`config.mk`:
```
export PLATFORM = sky130hd
export DESIGN_NAME = tile_map_run_length_decoder_core_flat
export DESIGN_NICKNAME = d
export VERILOG_FILES = /design/src/rtl/core/tmrld_pkg.sv /design/src/rtl/core/tmrld_in_if.sv /design/src/rtl/core/tmrld_out_if.sv /design/src/rtl/core/tmrld_front.sv /design/src/rtl/core/tmrld_queue.sv /design/src/rtl/core/tmrld_back.sv /design/src/rtl/core/tile_map_run_length_decoder_core.sv /design/src/flat_wrapper.sv
export SDC_FILE = /design/constraint.sdc
export NUM_CORES = 2
export LEC_CHECK = 0
export BUFFER_PORTS_ARGS = -buffer_cell sky130_fd_sc_hd__clkbuf_2
export CELL_PAD_IN_SITES_DETAIL_PLACEMENT = 2
export CELL_PAD_IN_SITES_GLOBAL_PLACEMENT = 2
export CORE_ASPECT_RATIO = 1.75
export CORE_MARGIN = 2
export CORE_UTILIZATION = 43
export CTS_CLUSTER_SIZE = 10
export DETAILED_ROUTE_END_ITERATION = 8
export GPL_TIMING_DRIVEN = 0
export PLACE_DENSITY = 0.82
export RECOVER_POWER = 25
export SLEW_MARGIN = 20
export SYNTH_ARGS = -nofsm -noshare
export SYNTH_HDL_FRONTEND = slang
export SYNTH_HIERARCHICAL = 1
export SYNTH_SLANG_ARGS = --single-unit
```
`constraint.sdc`:
```
create_clock -name clk -period 10.58 [get_ports clk]
set_clock_uncertainty 0.05 [all_clocks]
set_input_delay 2.116 -clock clk [delete_from_list [all_inputs] [get_ports clk]]
set_output_delay 2.116 -clock clk [all_outputs]
set_load 0.02 [all_outputs]
```
`src/rtl/core/tmrld_pkg.sv`:
```
// Shared types, codes and helpers for the tile-map run-length decoder.
`default_nettype none
package tmrld_pkg;

	localparam int QDepth = 4;
	localparam int QPtrW  = $clog2(QDepth);

	// result kinds
	localparam logic [2:0] KIND_HEADER  = 3'd0;
	localparam logic [2:0] KIND_FLOOR   = 3'd1;
	localparam logic [2:0] KIND_RECORD  = 3'd2;
	localparam logic [2:0] KIND_ESTART  = 3'd3;
	localparam logic [2:0] KIND_EBYTE   = 3'd4;
	localparam logic [2:0] KIND_END     = 3'd5;

	// end status codes
	localparam logic [1:0] STAT_OK     = 2'd0;
	localparam logic [1:0] STAT_FORMAT = 2'd1;
	localparam logic [1:0] STAT_SIZE   = 2'd2;

	// parser phases
	localparam logic [3:0] PH_HEADER  = 4'd0;
	localparam logic [3:0] PH_FLOOR   = 4'd1;
	localparam logic [3:0] PH_BHEAD   = 4'd2;
	localparam logic [3:0] PH_DETAIL  = 4'd3;
	localparam logic [3:0] PH_CENTER  = 4'd4;
	localparam logic [3:0] PH_ELEN    = 4'd5;
	localparam logic [3:0] PH_PAYLOAD = 4'd6;
	localparam logic [3:0] PH_COUNT   = 4'd7;
	localparam logic [3:0] PH_DONE    = 4'd8;

	localparam logic [7:0] FLAG_ALLOWED = 8'h05;

	typedef struct packed {
		logic [2:0]  kind;
		logic [31:0] pos;
		logic [8:0]  cnt;
		logic [15:0] fw;
		logic [15:0] sw;
		logic [2:0]  flags;
		logic [7:0]  small_v;
		logic [7:0]  fdet;
		logic [7:0]  odet;
		logic [31:0] wide;
		logic        center;
		logic [1:0]  status;
	} item_t;

	// one queue entry: the results caused by one byte
	typedef struct packed {
		logic  two;
		item_t r0;
		item_t r1;
	} event_t;

	function automatic item_t mk_item(input logic [2:0] kind);
		item_t it;
		it = '0;
		it.kind = kind;
		return it;
	endfunction

endpackage
`default_nettype wire

```
`src/rtl/core/tmrld_in_if.sv`:
```
// Byte stream channel.
`default_nettype none
interface tmrld_in_if;
	logic       valid;
	logic       ready;
	logic [7:0] byte_value;
	logic       last_byte;
	modport source (output valid, byte_value, last_byte, input ready);
	modport sink (input valid, byte_value, last_byte, output ready);
endinterface
`default_nettype wire

```
`src/rtl/core/tmrld_out_if.sv`:
```
// Decoded result channel.
`default_nettype none
interface tmrld_out_if;
	logic        valid;
	logic        ready;
	logic [2:0]  record_kind;
	logic [31:0] tile_position;
	logic [8:0]  run_count;
	logic [15:0] first_word;
	logic [15:0] second_word;
	logic [2:0]  tile_flags;
	logic [7:0]  small_value;
	logic [7:0]  floor_detail;
	logic [7:0]  overlay_detail;
	logic [31:0] wide_value;
	logic        entity_marked;
	logic [1:0]  frame_status;
	modport source (output valid, record_kind, tile_position, run_count, first_word,
		second_word, tile_flags, small_value, floor_detail, overlay_detail, wide_value,
		entity_marked, frame_status, input ready);
	modport sink (input valid, record_kind, tile_position, run_count, first_word,
		second_word, tile_flags, small_value, floor_detail, overlay_detail, wide_value,
		entity_marked, frame_status, output ready);
endinterface
`default_nettype wire

```
`src/rtl/core/tmrld_front.sv`:
```
// Byte parser: classifies each byte and produces the results it causes.
`default_nettype none
module tmrld_front (
	input  wire logic             clk,
	input  wire logic             arst_n,
	tmrld_in_if.sink              stream,
	input  wire logic             space,
	output tmrld_pkg::event_t     ev,
	output logic                  ev_push
);
	import tmrld_pkg::*;

	logic [3:0]  phase_q, phase_n;
	logic [2:0]  idx_q, idx_n;
	logic [15:0] width_q, width_n, height_q, height_n;
	logic [31:0] total_q, total_n, cursor_q, cursor_n;
	logic [15:0] word_a_q, word_a_n, word_b_q, word_b_n;
	logic [2:0]  flags_q, flags_n;
	logic [7:0]  det_q [3];
	logic [7:0]  det_n [3];
	logic [31:0] wide_q, wide_n, remain_q, remain_n;
	logic        discard_q, discard_n;

	logic        accept;
	logic [7:0]  b;
	logic        last;
	logic [15:0] h_new;
	logic [31:0] product;
	logic [8:0]  count;
	logic [31:0] rem;
	logic [31:0] cur_plus;
	logic [31:0] cur_inc;
	logic [31:0] wide_sh;
	logic [31:0] remain_dec;

	assign stream.ready = space;
	assign accept = stream.valid && space;
	assign b      = stream.byte_value;
	assign last   = stream.last_byte;
	assign h_new   = {height_q[15:8], b};
	assign product = width_q * h_new;
	assign count   = {1'b0, b} + 9'd1;
	assign rem     = total_q - cursor_q;
	assign cur_plus = cursor_q + {23'd0, count};
	assign cur_inc  = cursor_q + 32'd1;
	assign wide_sh  = {wide_q[23:0], b};
	assign remain_dec = (remain_q != 32'd0) ? remain_q - 32'd1 : remain_q;

	always_comb begin
		item_t r0, r1, rec;
		logic  n0, n1, err, complete, adv;
		logic [1:0] ecode;
		phase_n = phase_q; idx_n = idx_q; width_n = width_q; height_n = height_q;
		total_n = total_q; cursor_n = cursor_q; word_a_n = word_a_q; word_b_n = word_b_q;
		flags_n = flags_q; det_n = det_q; wide_n = wide_q; remain_n = remain_q;
		discard_n = discard_q;
		r0 = '0; r1 = '0; n0 = 1'b0; n1 = 1'b0;
		err = 1'b0; ecode = STAT_FORMAT; complete = 1'b0; adv = 1'b0;
		rec = mk_item(KIND_RECORD);
		rec.pos = cursor_q; rec.cnt = 9'd1; rec.fw = word_a_q; rec.flags = flags_q;
		rec.small_v = det_q[0]; rec.fdet = det_q[1]; rec.odet = det_q[2]; rec.wide = wide_q;
		if (discard_q) begin
			if (last) discard_n = 1'b0;
		end else begin
			unique case (phase_q)
				PH_HEADER: begin
					if (idx_q == 3'd0) width_n = {b, 8'd0};
					else if (idx_q == 3'd1) width_n = {width_q[15:8], b};
					else if (idx_q == 3'd2) height_n = {b, 8'd0};
					else height_n = h_new;
					if (idx_q < 3'd3) begin
						idx_n = idx_q + 3'd1;
					end else if (width_q == 16'd0 || h_new == 16'd0) begin
						err = 1'b1; ecode = STAT_SIZE;
					end else begin
						total_n = product; cursor_n = '0;
						r0 = mk_item(KIND_HEADER); r0.fw = width_q; r0.sw = h_new; n0 = 1'b1;
						phase_n = PH_FLOOR; idx_n = '0;
					end
				end
				PH_FLOOR: begin
					if (idx_q == 3'd0) word_a_n = {b, 8'd0};
					else if (idx_q == 3'd1) word_a_n = {word_a_q[15:8], b};
					else if (idx_q == 3'd2) word_b_n = {b, 8'd0};
					else if (idx_q == 3'd3) word_b_n = {word_b_q[15:8], b};
					if (idx_q < 3'd4) begin
						idx_n = idx_q + 3'd1;
					end else if ({23'd0, count} > rem) begin
						err = 1'b1;
					end else begin
						r0 = mk_item(KIND_FLOOR); r0.pos = cursor_q; r0.cnt = count;
						r0.fw = word_a_q; r0.sw = word_b_q; n0 = 1'b1;
						idx_n = '0;
						if (cur_plus == total_q) begin
							cursor_n = '0; phase_n = PH_BHEAD;
						end else cursor_n = cur_plus;
					end
				end
				PH_BHEAD: begin
					if (idx_q == 3'd0) begin
						word_a_n = {b, 8'd0}; idx_n = 3'd1;
					end else if (idx_q == 3'd1) begin
						word_a_n = {word_a_q[15:8], b}; idx_n = 3'd2;
					end else if ((b & ~FLAG_ALLOWED) != 8'd0) begin
						err = 1'b1;
					end else begin
						flags_n = b[2:0];
						det_n = '{default: 8'd0}; wide_n = '0; idx_n = '0;
						if (b[2]) phase_n = PH_DETAIL;
						else if (b[0]) begin
							r0 = mk_item(KIND_RECORD); r0.pos = cursor_q; r0.cnt = 9'd1;
							r0.fw = word_a_q; r0.flags = b[2:0]; n0 = 1'b1;
							phase_n = PH_CENTER;
						end else phase_n = PH_COUNT;
					end
				end
				PH_DETAIL: begin
					if (idx_q < 3'd3) det_n[idx_q[1:0]] = b;
					else wide_n = wide_sh;
					if (idx_q < 3'd6) begin
						idx_n = idx_q + 3'd1;
					end else begin
						r0 = rec; r0.wide = wide_sh; n0 = 1'b1;
						idx_n = '0;
						if (flags_q[0]) phase_n = PH_CENTER;
						else adv = 1'b1;
					end
				end
				PH_CENTER: begin
					if (b == 8'd0) begin
						r0 = mk_item(KIND_ESTART); r0.pos = cursor_q; n0 = 1'b1;
						adv = 1'b1;
					end else begin
						wide_n = '0; idx_n = '0; phase_n = PH_ELEN;
					end
				end
				PH_ELEN: begin
					wide_n = wide_sh;
					if (idx_q < 3'd3) begin
						idx_n = idx_q + 3'd1;
					end else begin
						r0 = mk_item(KIND_ESTART); r0.pos = cursor_q; r0.wide = wide_sh;
						r0.center = 1'b1; n0 = 1'b1;
						remain_n = wide_sh; idx_n = '0;
						if (wide_sh == 32'd0) adv = 1'b1;
						else phase_n = PH_PAYLOAD;
					end
				end
				PH_PAYLOAD: begin
					r0 = mk_item(KIND_EBYTE); r0.pos = cursor_q; r0.small_v = b; n0 = 1'b1;
					remain_n = remain_dec;
					if (remain_dec == 32'd0) adv = 1'b1;
				end
				PH_COUNT: begin
					if ({23'd0, count} > rem) begin
						err = 1'b1;
					end else begin
						r0 = rec; r0.cnt = count; n0 = 1'b1;
						cursor_n = cur_plus; idx_n = '0;
						if (cur_plus == total_q) complete = 1'b1;
						else phase_n = PH_BHEAD;
					end
				end
				default: err = 1'b1;
			endcase
			if (adv) begin
				cursor_n = cur_inc; idx_n = '0;
				if (cur_inc == total_q) complete = 1'b1;
				else phase_n = PH_BHEAD;
			end
			if (err || (complete && last) || (!complete && last)) begin
				phase_n = PH_HEADER; idx_n = '0; width_n = '0; height_n = '0;
				total_n = '0; cursor_n = '0; word_a_n = '0; word_b_n = '0; flags_n = '0;
				det_n = '{default: 8'd0}; wide_n = '0; remain_n = '0;
			end
			priority if (err) begin
				r0 = mk_item(KIND_END); r0.status = ecode; n0 = 1'b1;
				discard_n = !last;
			end else if (last) begin
				// end item follows whatever this byte produced
				if (n0) begin
					r1 = mk_item(KIND_END); r1.status = complete ? STAT_OK : STAT_FORMAT;
					n1 = 1'b1;
				end else begin
					r0 = mk_item(KIND_END); r0.status = complete ? STAT_OK : STAT_FORMAT;
					n0 = 1'b1;
				end
			end else if (complete) begin
				phase_n = PH_DONE;
			end
		end
		ev.two = n1; ev.r0 = r0; ev.r1 = r1;
		ev_push = accept && n0;
	end

	always_ff @(posedge clk or negedge arst_n) begin
		if (!arst_n) begin
			phase_q <= PH_HEADER; idx_q <= '0; width_q <= '0; height_q <= '0;
			total_q <= '0; cursor_q <= '0; word_a_q <= '0; word_b_q <= '0;
			flags_q <= '0; det_q <= '{default: 8'd0}; wide_q <= '0; remain_q <= '0;
			discard_q <= 1'b0;
		end else if (accept) begin
			phase_q <= phase_n; idx_q <= idx_n; width_q <= width_n; height_q <= height_n;
			total_q <= total_n; cursor_q <= cursor_n; word_a_q <= word_a_n;
			word_b_q <= word_b_n; flags_q <= flags_n; det_q <= det_n; wide_q <= wide_n;
			remain_q <= remain_n; discard_q <= discard_n;
		end
	end

endmodule
`default_nettype wire

```
`src/rtl/core/tmrld_queue.sv`:
```
// Short event queue between parser and output stage.
`default_nettype none
module tmrld_queue (
	input  wire logic             clk,
	input  wire logic             arst_n,
	input  wire tmrld_pkg::event_t wr_ev,
	input  wire logic             push,
	output logic                  space,
	output tmrld_pkg::event_t     head,
	output logic                  head_valid,
	input  wire logic             pop
);
	import tmrld_pkg::*;

	event_t            mem_q [QDepth];
	logic [QPtrW-1:0]  wr_q, rd_q;
	logic [QPtrW:0]    cnt_q;

	assign space      = cnt_q != (QPtrW+1)'(QDepth);
	assign head_valid = cnt_q != '0;
	assign head       = mem_q[rd_q];

	always_ff @(posedge clk) begin
		if (push) mem_q[wr_q] <= wr_ev;
	end

	always_ff @(posedge clk or negedge arst_n) begin
		if (!arst_n) begin
			wr_q <= '0; rd_q <= '0; cnt_q <= '0;
		end else begin
			if (push) wr_q <= wr_q + 1'b1;
			if (pop) rd_q <= rd_q + 1'b1;
			cnt_q <= cnt_q + (QPtrW+1)'(push) - (QPtrW+1)'(pop);
		end
	end

	a_cnt_bound: assert property (@(posedge clk) disable iff (!arst_n)
		cnt_q <= (QPtrW+1)'(QDepth)) else $error("queue count out of range");
	a_no_overflow: assert property (@(posedge clk) disable iff (!arst_n)
		push |-> space) else $error("push into full queue");
	a_no_underflow: assert property (@(posedge clk) disable iff (!arst_n)
		pop |-> head_valid) else $error("pop from empty queue");

endmodule
`default_nettype wire

```
`src/rtl/core/tmrld_back.sv`:
```
// Output stage: delivers the one or two results of each queued event.
`default_nettype none
module tmrld_back (
	input  wire logic              clk,
	input  wire logic              arst_n,
	input  wire tmrld_pkg::event_t head,
	input  wire logic              head_valid,
	output logic                   pop,
	tmrld_out_if.source            items
);
	import tmrld_pkg::*;

	logic  sel_q;
	logic  fire;
	item_t cur;

	assign cur   = sel_q ? head.r1 : head.r0;
	assign fire  = items.valid && items.ready;
	assign pop   = fire && (sel_q || !head.two);

	assign items.valid          = head_valid;
	assign items.record_kind    = cur.kind;
	assign items.tile_position  = cur.pos;
	assign items.run_count      = cur.cnt;
	assign items.first_word     = cur.fw;
	assign items.second_word    = cur.sw;
	assign items.tile_flags     = cur.flags;
	assign items.small_value    = cur.small_v;
	assign items.floor_detail   = cur.fdet;
	assign items.overlay_detail = cur.odet;
	assign items.wide_value     = cur.wide;
	assign items.entity_marked  = cur.center;
	assign items.frame_status   = cur.status;

	always_ff @(posedge clk or negedge arst_n) begin
		if (!arst_n) sel_q <= 1'b0;
		else if (fire) sel_q <= !pop;
	end

endmodule
`default_nettype wire

```
`src/rtl/core/tile_map_run_length_decoder_core.sv`:
```
// Top level of the tile-map run-length decoder.
// A byte's results are written into the event queue and offered from its head.
// Throughput: 1 byte per cycle while the event queue has space; a byte that yields two
// results takes two output transactions, and the 4-entry event queue absorbs such bursts.
// The 16x16 size multiply runs in the header byte's cycle, stored as total tiles.
// Reset (arst_n low, asynchronous): parser to header phase, queue empty.
`default_nettype none
module tile_map_run_length_decoder_core (
	input  wire logic   clk,
	input  wire logic   arst_n,
	tmrld_in_if.sink    stream,
	tmrld_out_if.source items
);
	import tmrld_pkg::*;

	// front: parse bytes into events of one or two result transactions
	event_t ev;
	logic   ev_push;
	logic   space;
	// back: drain events onto the result channel
	event_t head;
	logic   head_valid;
	logic   pop;

	tmrld_front u_front (
		.clk, .arst_n, .stream, .space, .ev, .ev_push
	);

	tmrld_queue u_queue (
		.clk, .arst_n, .wr_ev(ev), .push(ev_push), .space,
		.head, .head_valid, .pop
	);

	tmrld_back u_back (
		.clk, .arst_n, .head, .head_valid, .pop, .items
	);

	a_kind_range: assert property (@(posedge clk) disable iff (!arst_n)
		items.valid |-> items.record_kind <= KIND_END) else $error("bad result kind");
	a_status_only_end: assert property (@(posedge clk) disable iff (!arst_n)
		items.valid && items.record_kind != KIND_END |-> items.frame_status == STAT_OK)
		else $error("status outside end item");
	a_hold: assert property (@(posedge clk) disable iff (!arst_n)
		items.valid && !items.ready |=> items.valid) else $error("result dropped");

endmodule
`default_nettype wire

```
`src/flat_wrapper.sv`:
```
// flat-port wrapper written by rule: the top's interface ports become plain ports
module tile_map_run_length_decoder_core_flat import tmrld_pkg::*;
  (clk, arst_n, stream_valid, stream_byte_value, stream_last_byte, stream_ready, items_valid, items_record_kind, items_tile_position, items_run_count, items_first_word, items_second_word, items_tile_flags, items_small_value, items_floor_detail, items_overlay_detail, items_wide_value, items_entity_marked, items_frame_status, items_ready);
  tmrld_in_if stream_i ();
  tmrld_out_if items_i ();
  input  wire logic clk;
  input  wire logic arst_n;
  input wire logic [$bits(stream_i.valid)-1:0] stream_valid;
  input wire logic [$bits(stream_i.byte_value)-1:0] stream_byte_value;
  input wire logic [$bits(stream_i.last_byte)-1:0] stream_last_byte;
  output wire logic [$bits(stream_i.ready)-1:0] stream_ready;
  output wire logic [$bits(items_i.valid)-1:0] items_valid;
  output wire logic [$bits(items_i.record_kind)-1:0] items_record_kind;
  output wire logic [$bits(items_i.tile_position)-1:0] items_tile_position;
  output wire logic [$bits(items_i.run_count)-1:0] items_run_count;
  output wire logic [$bits(items_i.first_word)-1:0] items_first_word;
  output wire logic [$bits(items_i.second_word)-1:0] items_second_word;
  output wire logic [$bits(items_i.tile_flags)-1:0] items_tile_flags;
  output wire logic [$bits(items_i.small_value)-1:0] items_small_value;
  output wire logic [$bits(items_i.floor_detail)-1:0] items_floor_detail;
  output wire logic [$bits(items_i.overlay_detail)-1:0] items_overlay_detail;
  output wire logic [$bits(items_i.wide_value)-1:0] items_wide_value;
  output wire logic [$bits(items_i.entity_marked)-1:0] items_entity_marked;
  output wire logic [$bits(items_i.frame_status)-1:0] items_frame_status;
  input wire logic [$bits(items_i.ready)-1:0] items_ready;
  assign stream_i.valid = stream_valid;
  assign stream_i.byte_value = stream_byte_value;
  assign stream_i.last_byte = stream_last_byte;
  assign stream_ready = stream_i.ready;
  assign items_valid = items_i.valid;
  assign items_record_kind = items_i.record_kind;
  assign items_tile_position = items_i.tile_position;
  assign items_run_count = items_i.run_count;
  assign items_first_word = items_i.first_word;
  assign items_second_word = items_i.second_word;
  assign items_tile_flags = items_i.tile_flags;
  assign items_small_value = items_i.small_value;
  assign items_floor_detail = items_i.floor_detail;
  assign items_overlay_detail = items_i.overlay_detail;
  assign items_wide_value = items_i.wide_value;
  assign items_entity_marked = items_i.entity_marked;
  assign items_frame_status = items_i.frame_status;
  assign items_i.ready = items_ready;
  tile_map_run_length_decoder_core u_core (.clk(clk), .arst_n(arst_n), .stream(stream_i), .items(items_i));
endmodule
```
Word level (Yosys, flattened, before mapping). Memory sizes are Yosys's and may differ from the RTL's. Cells that the tools add are included.

Add/sub/neg operators: 10. $mul: 1. Order comparisons: 6. Equality and inequality tests: 33. Mux-type cells: 166. Bitwise gates (word level): 2. Reduce and logical (&&, ||, !) cells: 55.

Operators with widths (count): $mux W138 (9); $mux W137 (9); $pmux W138 S8 (1); $mux W32 (20); $mux W136 (2); $mux W16 (15); $mux W94 (2); $pmux W32 S4 (1); $mux W24 (5); $pmux W32 S3 (1); $mux W4 (21); $eq A32 B32 Y1 (2); $logic_not A32 Y1 (2); $pmux W32 S2 (1); $mux W3 (18); $pmux W24 S2 (1); $mux W1 (46); $add A32 B1 Y32 const B (1); $add A32 B9 Y32 (1); $gt A9 B32 Y1 (1); $logic_not A16 Y1 (2); $mul A16 B16 Y32 (1); $reduce_bool A32 Y1 (1); $sub A32 B1 Y32 const B (1); other kinds (50) (109).

Register bits: 227. Memory bits (writable): 1108. Logic and storage cells: 296. Memories kept: 1.

Memories: u_core.u_queue.mem_q (depth 4, bits a word 277, read ports 1, clocked after Yosys merged registers in 0, wr ports 1, line tmrld_queue.sv:15) `event_t mem_q [QDepth];`.

Depth between registers and ports, before layout.
Word-level depth: 16. Mapped depth: 28. Mapped depth without buffers: 26.

Cells and area by module. Netlist, hierarchy kept.

By module, submodules not included: tmrld_queue (times used 1, cells an instance 1481, area an instance 40353.7 µm², seq. area each 33447.1 µm²); tmrld_front (times used 1, cells an instance 3274, area an instance 26800.7 µm², seq. area each 5480.3 µm²); tmrld_back (times used 1, cells an instance 160, area an instance 2142.1 µm², seq. area each 25.0 µm²).

Least setup slack after synthesis. No wires, ideal clock.

Path type: input port to flip-flop. From: input port stream_byte_value[0]. To: memory u_core/u_queue/mem_q[2][0] (netlist bit) (enable). Library setup time: 0.673 ns. Data arrival time: 11.727 ns. Slack: -1.870 ns. Stages on the path: 17. Cells stage by stage: clkbuf_1 -> buf_1 -> inv_1 -> ha_1 -> ha_1 -> nor2b_1 -> o211ai_1 -> a21oi_1 -> a2111o_1 -> o311a_1 -> nand4_1 -> nor4_1 -> nand4_1 -> o21a_1 -> buf_1 -> a21oi_1 -> and2_1.

Longest elaborated chain between the ends: 13. Elaborated cells on any way between the ends: 29. Classes of those cells: 1 x add/sub; 1 x order compare; 23 x mux; 4 x reduce/logical.

Ends and longest elaborated chain: start: declaration (line flat_wrapper.sv:9) `input wire logic [$bits(stream_i.byte_value)-1:0] stream_byte_value;`; branches (longest 8 deep; another with $gt A9 B32 Y1); $mux W1 * (line tmrld_front.sv:176) `priority if (err) begin`; $mux W1 * (line tmrld_front.sv:62) `if (discard_q) begin`; $logic_and A1 B1 Y1 * (line tmrld_front.sv:193) `ev_push = accept && n0;`; named net u_core.ev_push (line tile_map_run_length_decoder_core.sv:18) `logic ev_push;`; $mux W1 * (line tmrld_queue.sv:24) `if (push) mem_q[wr_q] <= wr_ev;`; $mux W1 (implied by the code) * (line tmrld_queue.sv:24); end: declaration (line tmrld_queue.sv:15).

Mark *: on every way through the listed nets, which the timed path passes. The select of a mux whose other input is x is not followed.

Final worst setup path.
From: input port stream_byte_value[6]. To: register u_core.u_front.total_q[31].

Longest elaborated chain between the ends: 14. Elaborated cells on any way between the ends: 43. Classes of those cells: 2 x add/sub; 1 x mul; 1 x order compare; 3 x eq/ne; 24 x mux; 12 x reduce/logical.

Ends and longest elaborated chain: $add A8 B1 Y9 (line tmrld_front.sv:42) `assign count = {1'b0, b} + 9'd1;`; $add A32 B9 Y32 (line tmrld_front.sv:44) `assign cur_plus = cursor_q + {23'd0, count};`; $eq A32 B32 Y1 (line tmrld_front.sv:160) `if (cur_plus == total_q) complete = 1'b1;`; $mux W1 (line tmrld_front.sv:160); $mux W1 (line tmrld_front.sv:155) `if ({23'd0, count} > rem) begin`; $mux W1 (line tmrld_front.sv:65) `unique case (phase_q)`; $mux W1 (line tmrld_front.sv:168) `if (cur_inc == total_q) complete = 1'b1;`; $mux W1 (line tmrld_front.sv:166) `if (adv) begin`; $mux W1 (line tmrld_front.sv:62); $logic_and A1 B1 Y1 or $logic_not A1 Y1 (tied branches) (line tmrld_front.sv:171) `if (err || (complete && last) || (!complete && last)) begin`; $logic_or A1 B1 Y1 or $logic_and A1 B1 Y1 (tied branches) (line tmrld_front.sv:171); $logic_or A1 B1 Y1 (line tmrld_front.sv:171); $ne A2 B1 Y1 (no source line) or $reduce_bool A2 Y1 (tied branches); $reduce_and A5 Y1 (no source line); end signal: assignment (line tmrld_front.sv:204) `total_q <= total_n; cursor_q <= cursor_n; word_a_q <= word_a_n;`; end: declaration (line tmrld_front.sv:16) `logic [31:0] total_q, total_n, cursor_q, cursor_n;`.

Parallel ways exist; a longest one is shown, timed or not. The select of a mux whose other input is x is not followed. A chain may end at the register's enable or synchronous reset.

==> run metrics <==
Worst Max-Slew Pin Slew=about 4.3 ns; root buffer cell=clkbuf_16; Worst Slack Setup Final=~0.17 ns; Post-synth EDFFs=between 1000 and 1500; gr ovfl total=0; leakage=between 20 and 30 nW; ys flop type=edfxtp_1; Resize count post-CTS=0; setup_tns=0 ns; layout cells sized above 1=16.82%; yosys warns=6; worst-path fanout max=10; clock slew at reported path FFs=around 0.06 ns; PortBufs=around 150; routability cong.=0.9585; GRT Total Usage=33.38%; Min Hold Slack=roughly 0.46 ns; Core ar.=approximately 160000 sq um; final hold viol count=0; CP Data Arrival Time=~11 ns; Avg Cell Area, Syn=14.10 sq um; synthesized area=just under 70000 sq um; status=finished with violations; Routed wire per std cell=36.20 um; fmax=about 96 MHz; data required time of the worst path=~11 ns; pwr/cell area=between 200 and 300 nW/um^2; Setup CP Type=primary input to flop; Vias=47599; total CTS buffers=around 160; CTS hold repair buffers=0; period utilization=98.41%; DP Worst Slack=-0.4308 ns; Rel. slew slack=-184.1%; Async SR Flop Fraction=~17%; post-DR vias/cell=around 6.3; Max Root-Sink Buffers=4; Post-Syn Instances=approximately 4900; setup repair bufs after CTS=0; CTS Sinks=1335; Final #Nets=slightly below 6000; Worst Setup End Kind=flop; Synth cell types=96; WL final=approximately 270000 um; number of global-route vias before repair=53407; Initial DRC Count=around 4500; H-Tree Depth=4; Die Wd=just over 300 um; final setup vio count=0; pins over their slew limit=approximately 290; failing checks=max-capacitance violations, max-slew violations; RSZ-0062 raised after global routing=no; Starting Density=43.32%; Max Cap Violations=12; Total Power=between 20 and 25 mW; Min Clock Period, post-route=around 10 ns; FP Rows=approximately 190; Die ar.=about 160000 sq um; CP peak stage delay=0.96 ns; Clock Latency Late Sink=0.84 ns; first-pass GRT wire length=approximately 390000 um; placed insts=~7300; DRC viols=0; critical path startpoint category=primary input; Post-Layout Cell Count=between 7000 and 8000; cell at the slowest stage of the critical path=clkbuf_1; initial antenna violation count=14; # IOs=153; Peak VDD IR=~0.00011 V; CTS tree=built; Seq/Total Area, Yosys=56.21%; Detail Route Antenna Nets=0; post-DP HPWL=185900 um; Synth Register Bits=1335; area grow syn2layout=13.05%; height of the die=approximately 540 um; pin count of the biggest net entering global routing=69; Hold Crit Class=flop to flop; DRT Pass-1 Iters=5
sequential cells by signal, indices dropped and copies added (netlist names), 3 cells and up:
register / count
u_core/u_front/remain_q: 32
u_core/u_queue/cnt_q: 3
u_core/u_front/total_q: 32
u_core/u_front/wide_q: 32
u_core/u_front/cursor_q: 32
u_core/u_front/height_q: 8
u_core/u_front/width_q: 16
u_core/u_front/phase_q: 4
u_core/u_front/idx_q: 3
u_core/u_queue/mem_q: 1108
u_core/u_front/word_a_q: 16
u_core/u_front/word_b_q: 16
u_core/u_front/det_q: 24
u_core/u_front/flags_q: 3
final timing paths:
| path | from | end | slack (ns) | depth (start not counted) |
|---|---|---|---|---|
| setup / recovery | stream_byte_value[6] | u_core/u_front/total_q[31]$_DFFE_PN0P_ | 0.17 | 27 |
| min in group asynchronous | arst_n | u_core/u_front/total_q[29]$_DFFE_PN0P_ | 2.29 | 1 |
| hold reg to reg | u_core/u_front/remain_q[19]$_DFFE_PN0P_ | u_core/u_front/remain_q[19]$_DFFE_PN0P_ | 0.46 | 1 |
| max in group asynchronous | arst_n | u_core/u_front/idx_q[0]$_DFFE_PN0P_ | 1.86 | 3 |
| hold / removal | u_core/u_front/remain_q[19]$_DFFE_PN0P_ | u_core/u_front/remain_q[19]$_DFFE_PN0P_ | 0.46 | 1 |
| setup reg to reg | u_core/u_front/width_q[9]$_DFFE_PN0P_ | u_core/u_front/total_q[31]$_DFFE_PN0P_ | 1.29 | 27 |
synthesized netlist by cell type, types with 22 or more instances:
cell type	n	area (sq um)
a22oi_1	84	630.6
and2_1	137	857.1
a21o_1	42	315.3
o2bb2ai_1	22	192.7
a21oi_1	144	720.7
xnor2_1	83	727.0
o22ai_1	25	156.4
o211ai_1	28	210.2
buf_2	68	340.3
nand3_1	60	300.3
ha_1	170	2127
mux4_2	277	6238
inv_1	303	1137
nor2_1	233	874.6
clkbuf_1	174	653.1
or3_1	25	156.4
nor4_1	41	256.5
o21ai_0	128	640.6
nor3_1	87	435.4
and3_1	44	275.3
dfrtp_1	227	5680
buf_6	40	450.4
mux2_2	43	484.2
xor2_1	52	455.4
a22o_1	122	1069
nand2_1	350	1314
buf_4	140	1051
nand4_1	34	212.7
fa_1	197	3944
edfxtp_1	1108	33270
mux2_4	99	1486
critical path: cells and delay by family:
family | cells | cell delay, ns
AO/OA/AOI/OAI | 8 | 2.45
XOR/XNOR | 1 | 0.48
adder cells (fa/ha/maj) | 7 | 3.09
buffers and inverters | 7 | 1.99
AND/OR/NAND/NOR | 4 | 0.88
cells in the final DEF (no fill, tap or decap), types with 133 or more instances in the layout:
cell / count
a21oi_1: 144
and2_1: 133
buf_4: 138
clkbuf_1: 428
clkbuf_16: 164
conb_1: 135
dfrtp_1: 227
edfxtp_1: 1108
fa_1: 197
ha_1: 170
inv_1: 303
mux4_2: 277
nand2_1: 350
nor2_1: 233
o21ai_0: 139
metal layers:
metal / up-vias / wire [um] / GRT usage (%)
li1: 19110 / - / -
met1: 24969 / 91110 / 35.30
met2: 2417 / 142400 / 59.62
met3: 1087 / 16330 / 5.819
met4: 16 / 24080 / 24.09
met5: - / 95 / 0
stage by stage:
stage                     instance area [sq um]  util, %
after floorplan                           69800        -
after detailed placement                  73920    46.21
after global routing                      78330    48.97
final                                     78340    48.98
after global placement                    73110    45.71
after CTS                                 78590    49.13
power breakdown:
group          total, mW  internal (mW)  switching [mW]  leakage (nW)
combinational       10.2           3.83            6.34          13.6
clock               5.24           2.97            2.27          2.23
sequential          6.76           6.42           0.336          13.4
layout make-up:
type / instances / area [sq um]
clock buffer: 270 / 4522
tap: 2058 / 2575
buffer: 438 / 2534
inverter: 303 / 1137
sequential: 1335 / 38950
multi-input combinational: 2973 / 27180
antenna: 6 / 15.01
clock inverter: 10 / 150.1
timing repair buffer: 176 / 1281
fill: 15004 / 81620
logic make-up (layout without fill, tap and decap cells):
kind of cell	after synthesis	count (layout)	synth area share [%]
AO/OA/AOI/OAI	790	790	7.981
AND/OR/NAND/NOR	1113	1113	7.934
XOR/XNOR	136	136	1.730
other	1	141	0.005412
buffers and inverters	741	1197	5.345
adder cells (fa/ha/maj)	368	368	8.775
multiplexers	431	431	12.02
flip-flops	1335	1335	56.21
(Power assumes the default switching activity.)
